<file path="config.mk">
export PLATFORM = sky130hd
export DESIGN_NAME = imu_window_resampler
export DESIGN_NICKNAME = d
export VERILOG_FILES = /design/src/rtl/imuwr_pkg.sv /design/src/rtl/imuwr_div.sv /design/src/rtl/imuwr_mul.sv /design/src/rtl/imu_window_resampler.sv
export SDC_FILE = /design/constraint.sdc
export NUM_CORES = 2
export LEC_CHECK = 0
export ABC_CLOCK_PERIOD_IN_PS = 25100
export BUFFER_PORTS_ARGS = -buffer_cell sky130_fd_sc_hd__buf_2
export CAP_MARGIN = 20
export CORE_MARGIN = 2
export CORE_UTILIZATION = 52
export DETAILED_ROUTE_END_ITERATION = 16
export PLACE_DENSITY = 0.7
export SYNTH_ARGS = -nofsm -noshare
export SYNTH_HDL_FRONTEND = slang
export SYNTH_HIERARCHICAL = 1
export SYNTH_SLANG_ARGS = --single-unit
export TNS_END_PERCENT = 50
</file>
<file path="constraint.sdc">
create_clock -name clk -period 25.1 [get_ports clk]
set_input_delay 5.02 -clock clk [delete_from_list [all_inputs] [get_ports clk]]
set_output_delay 5.02 -clock clk [all_outputs]
set_load 0.02 [all_outputs]
</file>
<file path="src/rtl/imuwr_pkg.sv">
// shared types and constants of the imu window resampler
package imuwr_pkg;

	localparam int CH_BITS     = 32;
	localparam int CFG_BITS    = 48;
	localparam int INDEX_BITS  = 24;
	localparam int COUNT_BITS  = 25;
	localparam int RESUME_BITS = 26;
	localparam int RATIO_BITS  = 16;
	localparam int CFG_IDX_BITS = 2;

	localparam logic [COUNT_BITS-1:0] COUNT_MAX = '1;
	localparam logic signed [RESUME_BITS:0] RESUME_MAX = 27'sd33554431;
	localparam logic signed [RESUME_BITS:0] RESUME_BIAS = 27'sd3;

	localparam logic [CFG_IDX_BITS-1:0] REG_WINDOW_START = 2'd0;
	localparam logic [CFG_IDX_BITS-1:0] REG_WINDOW_END   = 2'd1;
	localparam logic [CFG_IDX_BITS-1:0] REG_START_INDEX  = 2'd2;

	localparam logic OP_SAMPLE = 1'b0;
	localparam logic OP_FLUSH  = 1'b1;

	typedef enum logic [1:0] {
		PH_BEFORE,
		PH_INSIDE,
		PH_DONE
	} phase_t;

	typedef enum logic [3:0] {
		ST_IDLE,
		ST_DECIDE,
		ST_BOUND,
		ST_DIV,
		ST_MSTART,
		ST_MUL,
		ST_PUSH_B,
		ST_PUSH_C,
		ST_END,
		ST_UPDATE
	} state_t;

endpackage

</file>
<file path="src/rtl/imuwr_div.sv">
// bit-serial restoring divider giving the rounded q0.16 interpolation ratio
module imuwr_div #(
	parameter int TIME_BITS = 48
) (
	input  logic                               clk,
	input  logic                               arst_n,
	input  logic                               start,
	input  logic [TIME_BITS-1:0]               num,
	input  logic [TIME_BITS-1:0]               den,
	output logic                               busy,
	output logic                               done,
	output logic [imuwr_pkg::RATIO_BITS-1:0]   ratio
);

	localparam int QB = imuwr_pkg::RATIO_BITS + 1;
	localparam int CB = $clog2(QB);

	logic                  busy_q;
	logic                  done_q;
	logic [CB-1:0]         cnt_q;
	logic [TIME_BITS-1:0]  rem_q;
	logic [TIME_BITS-1:0]  den_q;
	logic [QB-1:0]         quo_q;
	logic [imuwr_pkg::RATIO_BITS-1:0] ratio_q;

	logic [TIME_BITS:0]    sh;
	logic [TIME_BITS:0]    sub;
	logic                  ge;
	logic [QB-1:0]         nq;
	logic [QB:0]           rnd;

	always_comb begin
		sh  = {rem_q, 1'b0};
		sub = sh - {1'b0, den_q};
		ge  = sh >= {1'b0, den_q};
		nq  = {quo_q[QB-2:0], ge};
		rnd = ({1'b0, nq} + (QB+1)'(1)) >> 1;
	end

	always_ff @(posedge clk or negedge arst_n) begin
		if (!arst_n) begin
			busy_q <= 1'b0;
			done_q <= 1'b0;
			cnt_q  <= '0;
		end else begin
			done_q <= 1'b0;
			if (start) begin
				if (num >= den) begin
					done_q <= 1'b1;
				end else begin
					busy_q <= 1'b1;
					cnt_q  <= '0;
				end
			end else if (busy_q) begin
				cnt_q <= cnt_q + CB'(1);
				if (cnt_q == CB'(QB-1)) begin
					busy_q <= 1'b0;
					done_q <= 1'b1;
				end
			end
		end
	end

	always_ff @(posedge clk) begin
		if (start) begin
			rem_q <= num;
			den_q <= den;
			quo_q <= '0;
			if (num >= den)
				ratio_q <= '1;
		end else if (busy_q) begin
			rem_q <= ge ? sub[TIME_BITS-1:0] : sh[TIME_BITS-1:0];
			quo_q <= nq;
			if (cnt_q == CB'(QB-1))
				ratio_q <= rnd[QB-1] ? '1 : rnd[imuwr_pkg::RATIO_BITS-1:0];
		end
	end

	assign busy  = busy_q;
	assign done  = done_q;
	assign ratio = ratio_q;

endmodule

</file>
<file path="src/rtl/imuwr_mul.sv">
// shift-add multiplier for one channel: c + round((p - c) * r / 65536)
module imuwr_mul (
	input  logic                              clk,
	input  logic                              arst_n,
	input  logic                              start,
	input  logic [imuwr_pkg::CH_BITS:0]       diff,
	input  logic [imuwr_pkg::CH_BITS-1:0]     coef,
	input  logic [imuwr_pkg::RATIO_BITS-1:0]  ratio,
	output logic                              done,
	output logic [imuwr_pkg::CH_BITS-1:0]     res
);

	localparam int RB = imuwr_pkg::RATIO_BITS;
	localparam int CB = imuwr_pkg::CH_BITS;
	localparam int AB = CB + 1 + RB;
	localparam int NB = $clog2(RB);

	logic             busy_q;
	logic             fin_q;
	logic             done_q;
	logic [NB-1:0]    cnt_q;
	logic [AB-1:0]    mcand_q;
	logic [AB-1:0]    acc_q;
	logic [RB-1:0]    rsh_q;
	logic [CB-1:0]    c_q;
	logic [CB-1:0]    res_q;
	logic [AB-1:0]    rnd;

	// round half up before dropping the sixteen fraction bits
	assign rnd = acc_q + AB'(1 << (RB-1));

	always_ff @(posedge clk or negedge arst_n) begin
		if (!arst_n) begin
			busy_q <= 1'b0;
			fin_q  <= 1'b0;
			done_q <= 1'b0;
			cnt_q  <= '0;
		end else begin
			done_q <= 1'b0;
			fin_q  <= 1'b0;
			if (start) begin
				busy_q <= 1'b1;
				cnt_q  <= '0;
			end else if (busy_q) begin
				cnt_q <= cnt_q + NB'(1);
				if (cnt_q == NB'(RB-1)) begin
					busy_q <= 1'b0;
					fin_q  <= 1'b1;
				end
			end else if (fin_q) begin
				done_q <= 1'b1;
			end
		end
	end

	always_ff @(posedge clk) begin
		if (start) begin
			mcand_q <= {{RB{diff[CB]}}, diff};
			acc_q   <= '0;
			rsh_q   <= ratio;
			c_q     <= coef;
		end else if (busy_q) begin
			if (rsh_q[0])
				acc_q <= acc_q + mcand_q;
			mcand_q <= mcand_q << 1;
			rsh_q   <= rsh_q >> 1;
		end else if (fin_q) begin
			res_q <= c_q + rnd[RB +: CB];
		end
	end

	assign done = done_q;
	assign res  = res_q;

endmodule

</file>
<file path="src/rtl/imu_window_resampler.sv">
// top level of the imu window resampler
//
// usage
//   s_* carries one transaction per imu sample or end-of-data mark: tdata holds the
//   timestamp and the six channels, tuser the operation (0 sample, 1 end of data).
//   cfg_* writes window_start (0), window_end (1) and start_index (2); cfg_ready is
//   always high. the user writes only while idle; the block does not enforce it.
//   m_* carries results: tdata holds time, channels and resume index, tuser the
//   interpolated flag, tlast the final sample of the window.
// sequence
//   an item with no boundary on it goes through decide, an optional push and
//   update; a boundary item with a usable previous sample adds the 17-step serial
//   divider and, per channel, the 16-step serial multiplier. one item at a time.
//   one output is held back, so a result appears when the next output (or the
//   end-of-data mark) displaces it; the window's closing sample goes out at once.
// reset and stall
//   arst_n clears phase, counters and held output; the window registers return
//   to 0 and all ones. when m_tready is low the single output register holds
//   its transaction and the sequencer waits at the next step that emits.
module imu_window_resampler #(
	parameter int CHANNELS  = 6,
	parameter int TIME_BITS = 48
) (
	input  logic clk,
	input  logic arst_n,
	// input stream
	input  logic s_tvalid,
	output logic s_tready,
	// in_time, in_gyro_x .. in_accel_z (channels in order), zero pad
	input  logic [((TIME_BITS + CHANNELS*imuwr_pkg::CH_BITS + 7)/8)*8-1:0] s_tdata,
	// operation
	input  logic [0:0] s_tuser,
	// output stream
	output logic m_tvalid,
	input  logic m_tready,
	// out_time, out_gyro_x .. out_accel_z, resume_index, zero pad
	output logic [((TIME_BITS + CHANNELS*imuwr_pkg::CH_BITS + imuwr_pkg::RESUME_BITS
		+ 7)/8)*8-1:0] m_tdata,
	// interpolated
	output logic [0:0] m_tuser,
	output logic m_tlast,
	// configuration write channel
	input  logic cfg_valid,
	output logic cfg_ready,
	input  logic [imuwr_pkg::CFG_IDX_BITS-1:0] cfg_index,
	input  logic [imuwr_pkg::CFG_BITS-1:0] cfg_data
);

	localparam int CB  = imuwr_pkg::CH_BITS;
	localparam int RB  = imuwr_pkg::RESUME_BITS;
	localparam int CW  = (CHANNELS > 1) ? $clog2(CHANNELS) : 1;
	localparam int OW  = ((TIME_BITS + CHANNELS*CB + RB + 7)/8)*8;

	// configuration
	logic [imuwr_pkg::CFG_BITS-1:0]   ws_q;
	logic [imuwr_pkg::CFG_BITS-1:0]   we_q;
	logic [imuwr_pkg::INDEX_BITS-1:0] si_q;

	// accepted item
	logic                  op_q;
	logic [TIME_BITS-1:0]  t_q;
	logic [CB-1:0]         cur_q [CHANNELS];

	// block state
	imuwr_pkg::state_t     state_q, state_d;
	imuwr_pkg::phase_t     phase_q;
	logic [TIME_BITS-1:0]  prev_t_q;
	logic [CB-1:0]         prev_q [CHANNELS];
	logic                  have_prev_q;
	logic [TIME_BITS-1:0]  held_t_q;
	logic [CB-1:0]         held_q [CHANNELS];
	logic                  held_valid_q;
	logic                  held_interp_q;
	logic [imuwr_pkg::COUNT_BITS-1:0] count_q;

	// boundary sample
	logic [TIME_BITS-1:0]  bt_q;
	logic [CB-1:0]         bch_q [CHANNELS];
	logic [CW-1:0]         ch_q;

	// output register
	logic                  o_valid_q;
	logic [TIME_BITS-1:0]  o_t_q;
	logic [CB-1:0]         o_ch_q [CHANNELS];
	logic                  o_interp_q;
	logic                  o_last_q;
	logic [RB-1:0]         o_resume_q;

	// control
	logic                  out_free;
	logic                  emit;
	logic                  emit_last;
	logic                  div_start;
	logic                  mul_start;
	logic                  accept;
	logic                  div_busy;
	logic                  div_done;
	logic [imuwr_pkg::RATIO_BITS-1:0] ratio;
	logic                  mul_done;
	logic [CB-1:0]         mul_res;
	logic [CB:0]           mul_diff;
	logic [TIME_BITS-1:0]  ws_t;
	logic [TIME_BITS-1:0]  we_t;
	logic [TIME_BITS-1:0]  tgt;
	logic                  use_prev;
	logic                  ch_last;
	logic signed [RB:0]    resume_sum;
	logic [RB-1:0]         resume;

	assign ws_t     = TIME_BITS'(ws_q);
	assign we_t     = TIME_BITS'(we_q);
	assign tgt      = (phase_q == imuwr_pkg::PH_BEFORE) ? ws_t : we_t;
	assign use_prev = have_prev_q && (t_q > prev_t_q);
	assign ch_last  = ch_q == CW'(CHANNELS-1);
	assign out_free = !o_valid_q || m_tready;
	assign accept   = s_tvalid && s_tready;
	assign mul_diff = {prev_q[ch_q][CB-1], prev_q[ch_q]} - {cur_q[ch_q][CB-1], cur_q[ch_q]};

	// resume hint: start_index + consumed - 3, clipped above at 33554431 (2^25 - 1)
	always_comb begin
		resume_sum = $signed({3'b000, si_q}) + $signed({2'b00, count_q}) - imuwr_pkg::RESUME_BIAS;
		resume     = (resume_sum > imuwr_pkg::RESUME_MAX) ? imuwr_pkg::RESUME_MAX[RB-1:0]
			: resume_sum[RB-1:0];
	end

	imuwr_div #(
		.TIME_BITS(TIME_BITS)
	) u_div (
		.clk   (clk),
		.arst_n(arst_n),
		.start (div_start),
		.num   (t_q - tgt),
		.den   (t_q - prev_t_q),
		.busy  (div_busy),
		.done  (div_done),
		.ratio (ratio)
	);

	imuwr_mul u_mul (
		.clk   (clk),
		.arst_n(arst_n),
		.start (mul_start),
		.diff  (mul_diff),
		.coef  (cur_q[ch_q]),
		.ratio (ratio),
		.done  (mul_done),
		.res   (mul_res)
	);

	// sequencer: next state and strobes
	always_comb begin
		state_d   = state_q;
		emit      = 1'b0;
		emit_last = 1'b0;
		div_start = 1'b0;
		mul_start = 1'b0;
		unique case (state_q)
			imuwr_pkg::ST_IDLE: begin
				if (s_tvalid)
					state_d = imuwr_pkg::ST_DECIDE;
			end
			imuwr_pkg::ST_DECIDE: begin
				if (phase_q == imuwr_pkg::PH_DONE) begin
					state_d = imuwr_pkg::ST_IDLE;
				end else if (op_q == imuwr_pkg::OP_FLUSH) begin
					if (!held_valid_q || out_free) begin
						emit    = held_valid_q;
						state_d = imuwr_pkg::ST_IDLE;
					end
				end else if (phase_q == imuwr_pkg::PH_BEFORE) begin
					state_d = (t_q >= ws_t) ? imuwr_pkg::ST_BOUND : imuwr_pkg::ST_UPDATE;
				end else begin
					state_d = (t_q < we_t) ? imuwr_pkg::ST_PUSH_C : imuwr_pkg::ST_BOUND;
				end
			end
			imuwr_pkg::ST_BOUND: begin
				div_start = use_prev;
				state_d   = use_prev ? imuwr_pkg::ST_DIV : imuwr_pkg::ST_PUSH_B;
			end
			imuwr_pkg::ST_DIV: begin
				if (div_done)
					state_d = imuwr_pkg::ST_MSTART;
			end
			imuwr_pkg::ST_MSTART: begin
				mul_start = 1'b1;
				state_d   = imuwr_pkg::ST_MUL;
			end
			imuwr_pkg::ST_MUL: begin
				if (mul_done)
					state_d = ch_last ? imuwr_pkg::ST_PUSH_B : imuwr_pkg::ST_MSTART;
			end
			imuwr_pkg::ST_PUSH_B: begin
				if (!(held_valid_q && bt_q > held_t_q) || out_free) begin
					emit = held_valid_q && bt_q > held_t_q;
					if (phase_q == imuwr_pkg::PH_INSIDE)
						state_d = imuwr_pkg::ST_END;
					else if (t_q > ws_t)
						state_d = imuwr_pkg::ST_PUSH_C;
					else
						state_d = imuwr_pkg::ST_UPDATE;
				end
			end
			imuwr_pkg::ST_PUSH_C: begin
				if (!(held_valid_q && t_q > held_t_q) || out_free) begin
					emit    = held_valid_q && t_q > held_t_q;
					state_d = imuwr_pkg::ST_UPDATE;
				end
			end
			imuwr_pkg::ST_END: begin
				if (out_free) begin
					emit      = 1'b1;
					emit_last = 1'b1;
					state_d   = imuwr_pkg::ST_UPDATE;
				end
			end
			imuwr_pkg::ST_UPDATE: begin
				state_d = imuwr_pkg::ST_IDLE;
			end
			default: state_d = imuwr_pkg::ST_IDLE;
		endcase
	end

	assign s_tready  = state_q == imuwr_pkg::ST_IDLE;
	assign cfg_ready = 1'b1;

	always_ff @(posedge clk or negedge arst_n) begin
		if (!arst_n)
			state_q <= imuwr_pkg::ST_IDLE;
		else
			state_q <= state_d;
	end

	// control state
	always_ff @(posedge clk or negedge arst_n) begin
		if (!arst_n) begin
			ws_q          <= '0;
			we_q          <= '1;
			si_q          <= '0;
			phase_q       <= imuwr_pkg::PH_BEFORE;
			have_prev_q   <= 1'b0;
			held_valid_q  <= 1'b0;
			held_interp_q <= 1'b0;
			count_q       <= '0;
			ch_q          <= '0;
			o_valid_q     <= 1'b0;
		end else begin
			if (cfg_valid && cfg_ready) begin
				unique case (cfg_index)
					imuwr_pkg::REG_WINDOW_START: ws_q <= cfg_data;
					imuwr_pkg::REG_WINDOW_END:   we_q <= cfg_data;
					imuwr_pkg::REG_START_INDEX:  si_q <= cfg_data[imuwr_pkg::INDEX_BITS-1:0];
					default: ;
				endcase
			end
			if (emit)
				o_valid_q <= 1'b1;
			else if (m_tready)
				o_valid_q <= 1'b0;
			unique case (state_q)
				imuwr_pkg::ST_DECIDE: begin
					if (phase_q != imuwr_pkg::PH_DONE && op_q == imuwr_pkg::OP_FLUSH &&
						(!held_valid_q || out_free)) begin
						held_valid_q <= 1'b0;
						phase_q      <= imuwr_pkg::PH_DONE;
					end
				end
				imuwr_pkg::ST_DIV: begin
					ch_q <= '0;
				end
				imuwr_pkg::ST_MUL: begin
					if (mul_done && !ch_last)
						ch_q <= ch_q + CW'(1);
				end
				imuwr_pkg::ST_PUSH_B: begin
					if (state_d != imuwr_pkg::ST_PUSH_B) begin
						held_valid_q  <= 1'b1;
						held_interp_q <= 1'b1;
						if (phase_q == imuwr_pkg::PH_BEFORE)
							phase_q <= imuwr_pkg::PH_INSIDE;
					end
				end
				imuwr_pkg::ST_PUSH_C: begin
					if (state_d != imuwr_pkg::ST_PUSH_C) begin
						held_valid_q  <= 1'b1;
						held_interp_q <= 1'b0;
					end
				end
				imuwr_pkg::ST_END: begin
					if (out_free) begin
						held_valid_q <= 1'b0;
						phase_q      <= imuwr_pkg::PH_DONE;
					end
				end
				imuwr_pkg::ST_UPDATE: begin
					have_prev_q <= 1'b1;
					if (count_q != imuwr_pkg::COUNT_MAX)
						count_q <= count_q + imuwr_pkg::COUNT_BITS'(1);
				end
				default: ;
			endcase
		end
	end

	// payload
	always_ff @(posedge clk) begin
		if (accept) begin
			op_q <= s_tuser[0];
			t_q  <= s_tdata[TIME_BITS-1:0];
			for (int k = 0; k < CHANNELS; k++)
				cur_q[k] <= s_tdata[TIME_BITS + k*CB +: CB];
		end
		if (state_q == imuwr_pkg::ST_BOUND && !use_prev) begin
			bt_q <= t_q;
			for (int k = 0; k < CHANNELS; k++)
				bch_q[k] <= cur_q[k];
		end
		if (state_q == imuwr_pkg::ST_MUL && mul_done) begin
			bch_q[ch_q] <= mul_res;
			bt_q        <= tgt;
		end
		if (emit) begin
			o_t_q      <= held_t_q;
			o_interp_q <= held_interp_q;
			o_last_q   <= emit_last;
			o_resume_q <= emit_last ? resume : '0;
			for (int k = 0; k < CHANNELS; k++)
				o_ch_q[k] <= held_q[k];
		end
		if (state_q == imuwr_pkg::ST_PUSH_B && state_d != imuwr_pkg::ST_PUSH_B) begin
			held_t_q <= bt_q;
			for (int k = 0; k < CHANNELS; k++)
				held_q[k] <= bch_q[k];
		end
		if (state_q == imuwr_pkg::ST_PUSH_C && state_d != imuwr_pkg::ST_PUSH_C) begin
			held_t_q <= t_q;
			for (int k = 0; k < CHANNELS; k++)
				held_q[k] <= cur_q[k];
		end
		if (state_q == imuwr_pkg::ST_UPDATE) begin
			prev_t_q <= t_q;
			for (int k = 0; k < CHANNELS; k++)
				prev_q[k] <= cur_q[k];
		end
	end

	// output packing
	always_comb begin
		m_tdata = '0;
		m_tdata[TIME_BITS-1:0] = o_t_q;
		for (int k = 0; k < CHANNELS; k++)
			m_tdata[TIME_BITS + k*CB +: CB] = o_ch_q[k];
		m_tdata[TIME_BITS + CHANNELS*CB +: RB] = o_resume_q;
	end

	assign m_tvalid   = o_valid_q;
	assign m_tuser[0] = o_interp_q;
	assign m_tlast    = o_last_q;

	// the closing sample of the window is always a boundary sample
	a_last_interp: assert property (@(posedge clk) disable iff (!arst_n)
		m_tvalid && m_tlast |-> m_tuser[0])
		else $error("last sample of window not interpolated");

	// only the closing sample carries a resume hint
	a_resume_zero: assert property (@(posedge clk) disable iff (!arst_n)
		m_tvalid && !m_tlast |-> m_tdata[TIME_BITS + CHANNELS*CB +: RB] == '0)
		else $error("resume hint on a sample that is not last");

	// the divider only runs while a boundary is being worked out
	a_div_idle: assert property (@(posedge clk) disable iff (!arst_n)
		div_busy |-> state_q == imuwr_pkg::ST_DIV)
		else $error("divider busy outside its step");

	// an accepted item is always examined next
	a_accept_decide: assert property (@(posedge clk) disable iff (!arst_n)
		accept |=> state_q == imuwr_pkg::ST_DECIDE)
		else $error("accepted item not taken to the decision step");

endmodule

</file>
==> key figures <==
Final layout
  – Layout net count: 8447
  – Sequential cell area: between 40000 and 50000 sq um
  – Commonest non-fill, non-tap cell in the layout: edfxtp_1
  – Most frequent cells in the layout: edfxtp_1, buf_2, ha_1
  – Area taken by multi-input logic gates: 34200 sq um
  – Layout cells sized above 1: 19.1%
  – Area delta synth->final: 12.7%
  – Filler Cell Count: 13300
  – Final Instance Area: 98000 sq um

STA
  – RSZ-0062 raised after global routing: no
  – Slew Limit Fails: 0
  – Post-route minimum period: 9.68 ns
  – Setup TNS: 0 ns
  – Final hold slack: 0.399 ns
  – Final period utilization: between 30 and 40%
  – Relative slew slack: approximately 17%
  – Final setup viols: 0
  – Highest Clock Rate: 103 MHz
  – Tightest Pin Transition: 1.23 ns
  – Worst Skew: approximately 0.065 ns
  – Final hold vios: 0

Clock tree
  – CTS Buffer Depth: 3
  – CTS tree: built
  – H-tree depth: 4
  – CTS Buf Count: 177
  – Hold-fix buffers, CTS: 0
  – CTS resizes: 0
  – Clock edge transition at the registers on the reported setup and hold paths: 0.07 ns
  – CTS sink count: 1705
  – Post-CTS setup buffers: 0
  – Clk_lat worst skew: 0.88 ns
  – Root buffer cell: clkbuf_16

Drt
  – Total number of vias: 59300
  – Post-Route WL: approximately 240 mm
  – WL per Instance: ~24 microns
  – DR pass1 iterations: 6
  – Post-route DRC: 0
  – Starting DRT DRC Count: just over 6000
  – Vias/cell: 5.95
  – Routed Antenna Nets: 0

Logic synthesis
  – Cell taking the most area after synthesis: edfxtp_1
  – Number of synthesized flops with an enable pin: 1469
  – Syn Area/Cell: roughly 12 sq um
  – Syn Inst Count: 7048
  – Post-synthesis register bit count: 1705
  – Synthesized cell area: 87000 sq um
  – Ranking of synthesized cells by area: edfxtp_1, ha_1, mux2_2, dfrtp_1, a21oi_1
  – Share of the synthesized area in the top cell type: 50.7%
  – Async set-reset flop share out of synthesis: 10.1%
  – Register area share after synthesis: 57.2%
  – Post-synth cell types: 111
  – Yosys warnings: 6
  – Most common flop cell mapped by yosys: edfxtp_1

Floorplan
  – Core area: 167000 sq um
  – IO Count: 573
  – Die H: 413 microns
  – Die area: 171000 sq um
  – Horiz. Die Dim: 413 microns
  – Rows: 150
  – Starting Density: about 52%

Power
  – Leak Pwr: 0.0387 uW
  – PD cells: 109 nW/um^2
  – Maximum vdd drop: 0.0000817 V
  – Total Power: between 10000 and 15000 uW

Setup path
  – Crit-path max FO: 72
  – WP data arrival: 10.15 ns
  – CP Capture Type: flip-flop
  – Crit path top cell by count: buf_4
  – Startpoint Class: primary input
  – Worst path max stage delay: 0.93 ns
  – CP Data Required Time: 25.57 ns
  – Cell breakdown of the critical path: buf_2 -> nand2b_1 -> nand2_1 -> a21oi_1 -> a311o_1 -> nand4b_1 -> nand3_4 -> buf_4 -> buf_4 -> buf_4
  – Slowest stage cell, crit path: buf_4
  – Kind of critical path: in -> reg

Outcome
  – Status: finished, final reports clean

Placed design
  – Dpl hpwl: 177 mm
  – Final GP Congestion: about 0.95
  – # port buffers: 565
  – Post-placement cell area: 92000 sq um

Global route
  – Total gr overflow: 0
  – Vias in the first global route: 57600
  – Initial antenna violation count: 30
  – First-pass GRT wire length: 359 mm
  – Total track usage: 28.2%
  – Largest net degree at the start of global routing: around 150

Run
  – Maxcap violations: 0

Hold path
  – Min-Delay Path Class: reg -> reg
-- worst paths after layout --
kind,from,end,slack (ns),cells after the start
worst min-delay path,held_q[4][15],o_ch_q[4][15],0.40,0
min in group asynchronous,arst_n,count_q[14],4.12,1
worst max-delay path,m_tready,held_q[4][13],15.42,10
worst min register to register,held_q[4][15],o_ch_q[4][15],0.40,0
max in group asynchronous,arst_n,ws_q[40],19.62,2
worst max register to register,phase_q[1],u_div/ratio[15],17.39,23
-- final cells by class --
class | instances | share of cell area, %
sequential | 1705 | 50.8
inverter | 541 | 2.08
clock buffer | 228 | 4.91
timing repair buffer | 621 | 3.40
antenna | 16 | 0.0408
tap | 2204 | 2.81
multi-input combinational | 4548 | 34.9
clock inverter | 104 | 1.12
-- per-stage QoR --
stage                     util, %  instances  setup slack [ns]
after floorplan                 -       7053             11.37
final                        58.8       9967             15.42
after detailed placement     55.2       9615             14.53
after global placement       55.2       9614             14.62
after CTS                    58.8       9947             15.43
after global routing         58.8       9963             15.06
-- routing by layer --
metal  global-route usage (%)  part of all wire (%)  up-vias
li1                         -                     -    27200
met1                     40.3                    43    29200
met2                     42.3                    44     2552
met3                     6.01                   9.3      424
met4                     10.3                   3.6       18
met5                    0.650                 0.069        -
-- flip-flops by register name, indices dropped and copies added (netlist names), 24 cells and up --
register / cells
u_div/rem_q: 48
u_mul/mcand_q: 48
prev_q: 192
held_q: 192
o_resume_q: 26
ws_q: 48
t_q: 48
prev_t_q: 48
u_mul/c_q: 32
held_t_q: 48
count_q: 25
bch_q: 192
cur_q: 192
si_q: 24
bt_q: 48
u_div/den_q: 48
we_q: 48
u_mul/acc_q: 48
o_ch_q: 192
o_t_q: 48
u_mul/res: 32
-- worst max-delay path: cells and delay by family --
family          cells  cell delay (ns)
buf+inv             4             2.73
simple gates        4             1.73
compound gates      2             0.56
-- report_power, final --
group          switching (uW)  internal [uW]
Clock                    1160           1490
Combinational            2360           1520
Sequential                399           3750
-- cell usage after synthesis (72+ instances only) --
master	instances
xor2_1	98
nand4_1	102
nor2b_1	72
nand3_1	95
ha_1	550
inv_1	540
mux2i_1	169
a21o_1	234
dfrtp_1	124
a21oi_1	476
nand2_1	538
edfxtp_1	1469
xnor2_1	201
clkbuf_1	161
nor2_1	361
mux2_2	376
o21ai_0	423
-- kinds of logic after synthesis --
group	synth area share (%)
AO/OA/AOI/OAI	11.1
XOR/XNOR	3.01
adder cells (fa/ha/maj)	8.07
buffers and inverters	3.67
flip-flops	57.2
multiplexers	8.60
other	0.00863
AND/OR/NAND/NOR	8.33
(Power assumes the default switching activity.)
